**src/sv/afr_pkg.sv**
```systemverilog
package afr_pkg;

	localparam int BUFFER_BYTES_DEF = 128;
	localparam int COUNT_W = 8;
	localparam int CFG_INDEX_W = 1;
	localparam int HEADER_BYTES = 12;

	localparam logic [7:0] DELIMITER = 8'h7E;
	localparam logic [7:0] SUM_GOOD = 8'hFF;
	localparam logic [6:0] MAX_LENGTH_RST = 7'd127;
	localparam logic [7:0] ACCEPT_TYPE_RST = 8'h90;

	localparam logic [CFG_INDEX_W-1:0] REG_MAX_LENGTH = 1'd0;
	localparam logic [CFG_INDEX_W-1:0] REG_ACCEPT_TYPE = 1'd1;

	typedef enum logic {
		OP_BYTE = 1'b0,
		OP_READ = 1'b1
	} op_t;

	typedef enum logic [2:0] {
		ST_NONE = 3'd0,
		ST_GOOD = 3'd1,
		ST_LENGTH = 3'd2,
		ST_CHECKSUM = 3'd3,
		ST_TYPE = 3'd4
	} status_t;

	typedef struct packed {
		op_t op;
		logic [7:0] rx_byte;
		logic [6:0] read_index;
	} in_word_t;

	typedef struct packed {
		status_t status;
		logic [6:0] pay_len;
		logic [7:0] read_data;
	} out_word_t;

	typedef struct packed {
		status_t status;
		logic [6:0] pay_len;
		logic hit;
	} stage1_t;

endpackage

```
**src/sv/afr_store.sv**
```systemverilog
module afr_store #(
	parameter int DEPTH = afr_pkg::BUFFER_BYTES_DEF
) (
	input logic clk,
	input logic we,
	input logic [$clog2(DEPTH)-1:0] waddr,
	input logic [7:0] wdata,
	input logic re,
	input logic [$clog2(DEPTH)-1:0] raddr,
	output logic [7:0] rdata
);
	import afr_pkg::*;

	logic [7:0] mem [DEPTH];
	logic [7:0] rdata_s1;

	always_ff @(posedge clk) begin
		if (we) begin
			mem[waddr] <= wdata;
		end
		if (re) begin
			rdata_s1 <= mem[raddr];
		end
	end

	assign rdata = rdata_s1;

endmodule

```
**src/sv/afr_parser.sv**
```systemverilog
module afr_parser #(
	parameter int BUFFER_BYTES = afr_pkg::BUFFER_BYTES_DEF
) (
	input logic clk,
	input logic arst_n,
	input logic accept,
	input afr_pkg::in_word_t in_data,
	input logic cfg_write,
	input logic [afr_pkg::CFG_INDEX_W-1:0] cfg_index,
	input logic [7:0] cfg_data,
	output logic mem_we,
	output logic [$clog2(BUFFER_BYTES)-1:0] mem_waddr,
	output logic [7:0] mem_wdata,
	output logic mem_re,
	output logic [$clog2(BUFFER_BYTES)-1:0] mem_raddr,
	output afr_pkg::stage1_t stage_s1
);
	import afr_pkg::*;

	localparam int AW = $clog2(BUFFER_BYTES);
	localparam int LIMIT_CAP = (BUFFER_BYTES - 1 > 127) ? 127 : BUFFER_BYTES - 1;

	logic [6:0] max_length_q;
	logic [7:0] accept_type_q;
	logic frame_open_q, frame_open_d;
	logic [COUNT_W-1:0] count_q, count_d;
	logic [7:0] len_hi_q, len_hi_d;
	logic [6:0] len_q, len_d;
	logic [7:0] sum_q, sum_d;
	logic [7:0] type_q, type_d;
	logic [6:0] good_len_q, good_len_d;
	logic [6:0] limit;
	status_t status_d;
	logic hit_d;

	assign limit = (max_length_q > 7'(LIMIT_CAP)) ? 7'(LIMIT_CAP) : max_length_q;
	assign mem_wdata = in_data.rx_byte;
	assign mem_waddr = AW'(int'(count_q) - 2);
	assign mem_raddr = AW'(HEADER_BYTES + int'(in_data.read_index));

	always_comb begin
		frame_open_d = frame_open_q;
		count_d = count_q;
		len_hi_d = len_hi_q;
		len_d = len_q;
		sum_d = sum_q;
		type_d = type_q;
		good_len_d = good_len_q;
		status_d = ST_NONE;
		hit_d = 1'b0;
		mem_we = 1'b0;
		mem_re = 1'b0;
		if (accept) begin
			if (in_data.op == OP_READ) begin
				hit_d = in_data.read_index < good_len_q;
				mem_re = hit_d;
			end else if (!frame_open_q) begin
				if (in_data.rx_byte == DELIMITER) begin
					frame_open_d = 1'b1;
					count_d = '0;
					len_hi_d = '0;
					sum_d = '0;
				end
			end else begin
				priority if (count_q == COUNT_W'(0)) begin
					len_hi_d = in_data.rx_byte;
					count_d = COUNT_W'(1);
				end else if (count_q == COUNT_W'(1)) begin
					if (len_hi_q != 8'd0 || in_data.rx_byte < 8'(HEADER_BYTES) ||
						in_data.rx_byte > {1'b0, limit}) begin
						frame_open_d = 1'b0;
						status_d = ST_LENGTH;
					end else begin
						len_d = in_data.rx_byte[6:0];
						count_d = COUNT_W'(2);
					end
				end else begin
					mem_we = 1'b1;
					sum_d = sum_q + in_data.rx_byte;
					if (count_q == COUNT_W'(2)) begin
						type_d = in_data.rx_byte;
					end
					count_d = count_q + COUNT_W'(1);
					if (count_q == COUNT_W'(len_q) + COUNT_W'(2)) begin
						frame_open_d = 1'b0;
						if (sum_d != SUM_GOOD) begin
							status_d = ST_CHECKSUM;
						end else if (type_q != accept_type_q) begin
							status_d = ST_TYPE;
						end else begin
							good_len_d = len_q - 7'(HEADER_BYTES);
							status_d = ST_GOOD;
						end
					end
				end
			end
		end
	end

	always_ff @(posedge clk or negedge arst_n) begin
		if (!arst_n) begin
			max_length_q <= MAX_LENGTH_RST;
			accept_type_q <= ACCEPT_TYPE_RST;
			frame_open_q <= 1'b0;
			count_q <= '0;
			len_hi_q <= '0;
			len_q <= '0;
			sum_q <= '0;
			type_q <= '0;
			good_len_q <= '0;
		end else begin
			if (cfg_write && cfg_index == REG_MAX_LENGTH) begin
				max_length_q <= cfg_data[6:0];
			end
			if (cfg_write && cfg_index == REG_ACCEPT_TYPE) begin
				accept_type_q <= cfg_data;
			end
			frame_open_q <= frame_open_d;
			count_q <= count_d;
			len_hi_q <= len_hi_d;
			len_q <= len_d;
			sum_q <= sum_d;
			type_q <= type_d;
			good_len_q <= good_len_d;
		end
	end

	always_ff @(posedge clk) begin
		if (accept) begin
			stage_s1.status <= status_d;
			stage_s1.pay_len <= good_len_d;
			stage_s1.hit <= hit_d;
		end
	end

endmodule

```
**src/sv/afr_out_skid.sv**
```systemverilog
module afr_out_skid (
	input logic clk,
	input logic arst_n,
	input logic in_valid,
	output logic in_ready,
	input afr_pkg::out_word_t in_data,
	output logic out_valid,
	input logic out_ready,
	output afr_pkg::out_word_t out_data
);
	import afr_pkg::*;

	out_word_t entry_q [2];
	logic wptr_q, rptr_q;
	logic [1:0] cnt_q;
	logic push, pop;

	assign in_ready = cnt_q != 2'd2;
	assign out_valid = cnt_q != 2'd0;
	assign out_data = entry_q[rptr_q];
	assign push = in_valid && in_ready;
	assign pop = out_valid && out_ready;

	always_ff @(posedge clk) begin
		if (push) begin
			entry_q[wptr_q] <= in_data;
		end
	end

	always_ff @(posedge clk or negedge arst_n) begin
		if (!arst_n) begin
			wptr_q <= 1'b0;
			rptr_q <= 1'b0;
			cnt_q <= 2'd0;
		end else begin
			if (push) begin
				wptr_q <= ~wptr_q;
			end
			if (pop) begin
				rptr_q <= ~rptr_q;
			end
			cnt_q <= cnt_q + 2'(push) - 2'(pop);
		end
	end

endmodule

```
**src/sv/api_frame_receiver.sv**
```systemverilog
// Receiver for serial API frames, one word per received byte or payload read.
// Input channel (in_valid, in_ready, in_data): op selects a received serial
// byte or a read of one payload byte as the buffer now holds it. Every input
// word gives exactly one output word on (out_valid, out_ready, out_data) with
// the frame status, the current good payload length and the read byte.
// The configuration channel is always ready and sets the largest accepted
// frame length and the accepted frame type; write it only while idle.
// An accepted word is registered in the frame state and buffer memory stage
// and then in the output queue before it can be taken on the output.
// Throughput is one word per cycle while the output queue is not full, set by
// the single write or read the buffer memory takes per word. A two-entry output
// queue keeps the input ready while one result waits; a stalled receiver fills
// the queue and then drops in_ready. Reset clears the frame state, the good
// payload length and the configuration to their defaults; the buffer contents
// are not cleared and are never returned before a good frame has been stored.
module api_frame_receiver #(
	parameter int BUFFER_BYTES = afr_pkg::BUFFER_BYTES_DEF
) (
	input logic clk,
	input logic arst_n,
	input logic in_valid,
	output logic in_ready,
	input afr_pkg::in_word_t in_data,
	output logic out_valid,
	input logic out_ready,
	output afr_pkg::out_word_t out_data,
	input logic cfg_valid,
	output logic cfg_ready,
	input logic [afr_pkg::CFG_INDEX_W-1:0] cfg_index,
	input logic [7:0] cfg_data
);
	import afr_pkg::*;

	localparam int AW = $clog2(BUFFER_BYTES);

	logic valid_s1;
	logic skid_ready;
	logic accept;
	logic mem_we, mem_re;
	logic [AW-1:0] mem_waddr, mem_raddr;
	logic [7:0] mem_wdata, mem_rdata;
	stage1_t stage_s1;
	out_word_t result;

	assign cfg_ready = 1'b1;
	assign in_ready = !valid_s1 || skid_ready;
	assign accept = in_valid && in_ready;

	always_ff @(posedge clk or negedge arst_n) begin
		if (!arst_n) begin
			valid_s1 <= 1'b0;
		end else if (in_ready) begin
			valid_s1 <= in_valid;
		end
	end

	afr_parser #(
		.BUFFER_BYTES(BUFFER_BYTES)
	) u_parser (
		.clk(clk),
		.arst_n(arst_n),
		.accept(accept),
		.in_data(in_data),
		.cfg_write(cfg_valid && cfg_ready),
		.cfg_index(cfg_index),
		.cfg_data(cfg_data),
		.mem_we(mem_we),
		.mem_waddr(mem_waddr),
		.mem_wdata(mem_wdata),
		.mem_re(mem_re),
		.mem_raddr(mem_raddr),
		.stage_s1(stage_s1)
	);

	afr_store #(
		.DEPTH(BUFFER_BYTES)
	) u_store (
		.clk(clk),
		.we(mem_we),
		.waddr(mem_waddr),
		.wdata(mem_wdata),
		.re(mem_re),
		.raddr(mem_raddr),
		.rdata(mem_rdata)
	);

	assign result.status = stage_s1.status;
	assign result.pay_len = stage_s1.pay_len;
	assign result.read_data = stage_s1.hit ? mem_rdata : 8'd0;

	afr_out_skid u_out_skid (
		.clk(clk),
		.arst_n(arst_n),
		.in_valid(valid_s1),
		.in_ready(skid_ready),
		.in_data(result),
		.out_valid(out_valid),
		.out_ready(out_ready),
		.out_data(out_data)
	);

endmodule

```
**config.mk**
```make
export PLATFORM = sky130hd
export DESIGN_NAME = api_frame_receiver
export DESIGN_NICKNAME = d
export VERILOG_FILES = /design/src/sv/afr_pkg.sv /design/src/sv/afr_store.sv /design/src/sv/afr_parser.sv /design/src/sv/afr_out_skid.sv /design/src/sv/api_frame_receiver.sv
export SDC_FILE = /design/constraint.sdc
export NUM_CORES = 1
export LEC_CHECK = 0
export ABC_AREA = 1
export BUFFER_PORTS_ARGS = -buffer_cell sky130_fd_sc_hd__clkbuf_2
export CAP_MARGIN = 0
export CORE_MARGIN = 3
export CORE_UTILIZATION = 48
export CTS_CLUSTER_DIAMETER = 80
export CTS_CLUSTER_SIZE = 20
export DETAILED_ROUTE_END_ITERATION = 10
export GPL_TIMING_DRIVEN = 0
export SETUP_SLACK_MARGIN = 0.15
export SLEW_MARGIN = 5
export SYNTH_ARGS = -nofsm -noshare
export SYNTH_HDL_FRONTEND = slang
export SYNTH_HIERARCHICAL = 1
export SYNTH_SLANG_ARGS = --single-unit
```
**constraint.sdc**
```tcl
create_clock -name clk -period 5.19 [get_ports clk]
set_clock_uncertainty 0.2 [all_clocks]
set_input_delay 1.557 -clock clk [delete_from_list [all_inputs] [get_ports clk]]
set_output_delay 1.557 -clock clk [all_outputs]
set_load 0.02 [all_outputs]
```
# Word-level counts from Yosys, hierarchy flattened
# Memories as Yosys holds them, arrays and structs flattened. A register that Yosys moved wholly into a read port is not among the register bits.
# Cells that the tools add are included.
[op_classes] shifts=0 mux=42 n_lt_le_gt_ge=4 n_reduce_logical=20 n_mul=0 n_addsub=8 bitwise=8 eq_ne=11 n_div=0
[ops] cell="8-bit 2-to-1 mux" count=11
[ops] cell="7-bit 2-to-1 mux" count=9
[ops] cell="1-bit 2-to-1 mux" count=17
[ops] cell="3-bit 2-to-1 mux" count=4
[ops] cell="6-bit AND reduction" count=2
[ops] cell="7-bit by 2-bit adder with 8-bit output (second input constant)" count=1
[ops] cell="8-bit by 1-bit adder with 8-bit output (second input constant)" count=1
[ops] cell="8-bit adder" count=1
[ops] cell="8-bit by 1-bit == test with 1-bit output (second input constant)" count=1
[ops] cell="8-bit by 2-bit == test with 1-bit output (second input constant)" count=1
[ops] cell="8-bit by 7-bit == test with 1-bit output (second input constant)" count=1
[ops] cell="8-bit == test" count=1
[ops] cell="8-bit by 7-bit > comparator with 1-bit output" count=1
[ops] cell="8-bit zero test" count=1
[ops] cell="8-bit by 4-bit less-than comparator with 1-bit output (second input constant)" count=1
[ops] cell="2-bit inequality test (second input constant)" count=4
[ops] cell="8-bit inequality test" count=1
[ops] cell="8-bit inequality test (second input constant)" count=1
[ops] cell="1-bit NOT" count=8
[ops] cell="4-bit AND reduction" count=2
[ops] cell="8-bit nonzero test" count=1
[ops] cell="4-bit by 7-bit adder with 7-bit output (first input constant)" count=1
[ops] cell="7-bit > comparator (second input constant)" count=1
[ops] cell="7-bit less-than comparator" count=1
[ops] cell="other kinds (13)" count=20
[totals] latch_bits=0 memories=2 word_cells=111 register_bits=78 romBits=0 out_inout_bits=21 ram_bits=1060 input_bits=30
[mem_list] name="u_store.mem" depth=128 word_bits=8 rd=1 rd_ports_with_merged_regs=1 write_ports=1 line_no="afr_store.sv:14" rtl="logic [7:0] mem [DEPTH];"
[mem_list] name="u_out_skid.entry_q" depth=2 word_bits=18 rd=1 rd_ports_with_merged_regs=0 write_ports=1 line_no="afr_out_skid.sv:13" rtl="out_word_t entry_q [2];"

# Logic depth before layout (Yosys ltp)
[logic_depth] ltp_word=9 mapped_depth=16 ltp_nobuf=16

# Modules after synthesis
# Netlist, hierarchy kept.
[by_module_without_submodules] module="afr_store" n_inst=1 cells_per_inst=3575 seq_area_each_um2=30989.7 area_each_um2=42184.2
[by_module_without_submodules] module="afr_parser" n_inst=1 cells_per_inst=585 seq_area_each_um2=1893.1 area_each_um2=4674.5
[by_module_without_submodules] module="afr_out_skid" n_inst=1 cells_per_inst=125 seq_area_each_um2=1181.1 area_each_um2=1551.5
[by_module_without_submodules] module="api_frame_receiver" n_inst=1 cells_per_inst=25 seq_area_each_um2=25.0 area_each_um2=121.4

# Least setup slack after synthesis
# No wires, ideal clock.
[synth_path] path_kind="input to register" startpoint="in in_valid" endpoint="mem u_store.mem[105][0], enable pin" cell_stages=10 path_slack_ns=0.773 setup_time_ns=0.370 path_buffers=2 t_required_ns=4.620 arrival_time_ns=3.847 path_cell_list="inv_1 > a21oi_1 > inv_1 > nor2_1 > nand3_2 > nor2_4 > clkbuf_1 > nand2_1 > clkbuf_1 > nor2_1"
[synth_via] elab_chain_cells=4
[synth_rtl] element="from (decl)" line_no="api_frame_receiver.sv:21" rtl="input logic in_valid,"
[synth_rtl] element="1-bit logical AND" line_no="api_frame_receiver.sv:47" rtl="assign accept = in_valid && in_ready;"
[synth_rtl] element="net accept" line_no="api_frame_receiver.sv:38" rtl="logic accept;"
[synth_rtl] element="1-bit 2-to-1 mux" line_no="afr_parser.sv:53" rtl="if (accept) begin"
[synth_rtl] element="net mem_we" line_no="api_frame_receiver.sv:39" rtl="logic mem_we, mem_re;"
[synth_rtl] element="1-bit 2-to-1 mux" line_no="afr_store.sv:18" rtl="if (we) begin"
[synth_rtl] element="1-bit 2-to-1 mux (implied by the code)" line_no="afr_store.sv:19" rtl="mem[waddr] <= wdata;"
[synth_rtl] element="to (decl)" line_no="afr_store.sv:14"
# The timed path passes the listed nets, and every way through them passes these cells.

# Final worst setup path
[layout_path] startpoint="in in_valid" endpoint="mem u_store.mem[22][3], enable pin"
# Same word-level chain as after synthesis.

==> results.sh <==
export IMPL_syn_area_um2=48500
export IMPL_min_period_ps=4990
export IMPL_reg2reg_slack_ps=620
export IMPL_wl_per_cell_um=26.2
export IMPL_grt_pass1_wl_mm=214
export IMPL_worstMarginPinSlew_ps=1390
export IMPL_fin_nets=4517
export IMPL_r2r_end="u_store/mem[22][3]"
export IMPL_crit_path_cell_trace="clkbuf_2 > inv_1 > a21oi_4 > inv_1 > nor2_1 > nand3_2 > nor2_4 > clkbuf_1 > nand2_1 > clkbuf_2 > nor2_2"
export IMPL_root_buffer="clkbuf_16"
export IMPL_cp_max_fo=12
export IMPL_ant_nets=0
export IMPL_startpoint="in_valid"
export IMPL_ys_warn_count=6
export IMPL_routed_wl_mm=152
export IMPL_p_per_area_nw_per_um2=351
export IMPL_initial_core_util=0.485
export IMPL_cp_num_buf_inv=5
export IMPL_synth_common_cells="nand2_1 (1,468), edfxtp_1 (1,079), nand3_1 (972), nor2_1 (159), buf_2 (127)"
export IMPL_cp_end_kind="flip-flop"
export IMPL_startpoint_type="primary input"
export IMPL_setup_slack_ps=204
export IMPL_clock_sinks=1146
export IMPL_ys_ff_latch=1146
export IMPL_hold_ws_ps=240
export IMPL_drive_above_1_share=0.110
export IMPL_gp_congestion=0.949
export IMPL_maxSlewHeadroom=0.0696
export IMPL_num_io_pins=51
export IMPL_hold_path_depth=0
export IMPL_seq_area_frac_synth=0.702
export IMPL_rsz0062_at_grt="false"
export IMPL_slew_violations=0
export IMPL_cpMaxStageDelayCell="nor2_2"
export IMPL_clock_latency_ps=640
export IMPL_min_to="u_out_skid/entry_q[0][10]"
export IMPL_cts_made_buffers=69
export IMPL_syn_nets=4372
export IMPL_netlist_instances=4310
export IMPL_yosys_top_cells_area="edfxtp_1 (67%), nand2_1 (11%), nand3_1 (10%), dfrtp_1 (3.0%), buf_2 (1.3%)"
export IMPL_post_synth_top_count_cell="nand2_1"
export IMPL_drt_pass1_iter_count=6
export IMPL_num_fill_cells=8735
export IMPL_fin_crit_sh=0.961
export IMPL_die_w_um=324
export IMPL_path_class="primary input to flip-flop"
export IMPL_path_delay_family="simple AND/OR/NAND/NOR gates"
export IMPL_hold_viol=0
export IMPL_vias=33699
export IMPL_cellLeakagePower_nw=19.6
export IMPL_timing_fmax_mhz=201
export IMPL_viasPerCell=5.83
export IMPL_synth_ff_type="edfxtp_1"
export IMPL_cts_tree="done"
export IMPL_yosysUniqueCellTypes=47
export IMPL_num_rows=116
export IMPL_synth_top_cell_by_area="edfxtp_1"
export IMPL_die_y_um=324
export IMPL_grtUsageTotal=0.286
export IMPL_synth_edf_count=1079
export IMPL_htree_levels=3
export IMPL_hpwl_mm=104
export IMPL_r2r_cells=11
export IMPL_port_buffer_count=49
export IMPL_status="complete, no violations"
export IMPL_max_stage_delay_ps=630
export IMPL_hold_buffers=0
export IMPL_arrival_ps=5070
export IMPL_drc=0
export IMPL_core_area_um2=100000
export IMPL_cap_violations=0
export IMPL_required_ps=5280
export IMPL_setup_tns_ps=0
export IMPL_antenna_found_initial=4
export IMPL_vdd_drop_max_v=0.000227
export IMPL_drtIter0Drc=4185
export IMPL_dp_slack_ps=-1580
export IMPL_path_clk_slew_ps=80
export IMPL_areaGrowthSynthToFinish_pct=9.27
export IMPL_dieArea_um2=105000
export IMPL_syn_area_per_cell_um2=11.3
export IMPL_yosysTopAreaCellShare=0.668
export IMPL_first_global_vias=30846
export IMPL_min_from="u_parser/stage_s1[3]"
export IMPL_async_flop_share=0.0585
export IMPL_grt_max_degree=129
export IMPL_grt_remaining_overflow=0
export IMPL_crit_reg2reg_launch="u_out_skid/cnt_q[1]"
export IMPL_setup_viol_count_final=0
export IMPL_hold_path_class="flip-flop to flip-flop"
export IMPL_cts_buffer_depth=3
==> worst max-delay path by stage <==
stage,end,slack [ps],cells past startpoint
after global placement,u_store/mem[105][5],-1530,11
after global routing,u_store/mem[22][1],160,11
after floorplan,u_store/mem[105][0],770,10
after detailed placement,u_store/mem[25][2],-1580,11
after CTS,u_store/mem[20][2],-140,11
final,u_store/mem[22][3],200,11
==> logic make-up (layout without fill, tap and decap cells) <==
kind of cell / Yosys count / count (layout) / synth area share
adders and majority gates: 32 / 32 / 0.00840
other: 1 / 3 / 0.0000773
and+or+nand+nor: 2654 / 2654 / 0.235
buffers and inverters: 389 / 558 / 0.0419
xor gates and xnor gates: 24 / 24 / 0.00433
AOI/OAI and AO/OA: 63 / 63 / 0.00748
muxes: 1 / 1 / 0.000232
DFF: 1146 / 1146 / 0.702
==> sequential cells by signal, indices dropped and copies added (netlist names), 8 cells and up <==
signal                  count
u_parser/type_q             8
u_out_skid/entry_q         36
u_store/rdata               8
u_parser/sum_q              8
u_store/mem              1024
u_parser/stage_s1          11
u_parser/len_hi_q           8
u_parser/accept_type_q      8
u_parser/count_q            8
==> final cells by class <==
| class | instances | area, µm² | share of cell area |
|---|---|---|---|
| Tap cell | 1298 | 1620 | 0.0306 |
| Clock inverter | 7 | 77.6 | 0.00146 |
| Timing Repair Buffer | 74 | 596 | 0.0112 |
| Clock buffer | 88 | 1840 | 0.0347 |
| Sequential cell | 1146 | 34100 | 0.643 |
| Inverter | 131 | 502 | 0.00946 |
| Buffer | 258 | 1570 | 0.0296 |
| Antenna cell | 2 | 5.00 | 0.0000944 |
| Multi-Input combinational cell | 2775 | 12700 | 0.240 |
==> per-stage QoR <==
step | instance area, µm² | power, W | cells | utilization
after floorplan | 48500 | 0.0123 | 4310 | -
after global placement | 50400 | 0.0132 | 5657 | 0.503
after detailed placement | 50600 | 0.0133 | 5665 | 0.506
after CTS | 52800 | 0.0187 | 5766 | 0.528
after global routing | 53000 | 0.0193 | 5777 | 0.529
final | 53000 | 0.0186 | 5779 | 0.530
==> metal layers <==
layer | share of wire | routed length, µm | track usage
met1 | 0.40 | 61000 | 0.404
met5 | 0.000086 | 13 | 0
met3 | 0.11 | 16500 | 0.0619
met4 | 0.041 | 6230 | 0.111
met2 | 0.45 | 67900 | 0.436
==> power by group <==
group	switching [W]	total (W)	internal, W
logic	0.00197	0.00269	0.000729
registers	0.000103	0.0104	0.0103
clock network	0.00300	0.00552	0.00252
total	0.00506	0.0186	0.0136
==> layout by cell type, fill, tap and decap left out, drive strengths merged <==
master	n
nand2	1476
edfxtp	1079
nand3	976
buf	246
clkbuf	174
nor2	167
inv	135
dfrtp	58
o21ai	48
ha	31
nor3	15
xor2	13
xnor2	11
a21oi	11
nand4	11
dfstp	9
diode	2
clkinvlp	2
or2	2
nand3b	2
o21a	2
nor4	2
conb	1
clkinv	1
and2	1
o211ai	1
o21bai	1
mux2	1
nor2b	1
nor3b	1
fa	1
==> what timing repair did <==
action                                  CTS  global route
resized for setup                        83            23
pin swaps                                 8             7
buffers inserted                          6            10
endpoints found under the setup margin  823           481
==> worst reg2reg max path: stages, from the launching register on <==
cell,delay (ps)
dfrtp_1,390
nand2_1,130
inv_1,100
a21oi_4,410
inv_1,120
nor2_1,330
nand3_2,170
nor2_4,310
clkbuf_1,390
nand2_1,420
clkbuf_2,600
nor2_2,640
(Power assumes the default switching activity.)
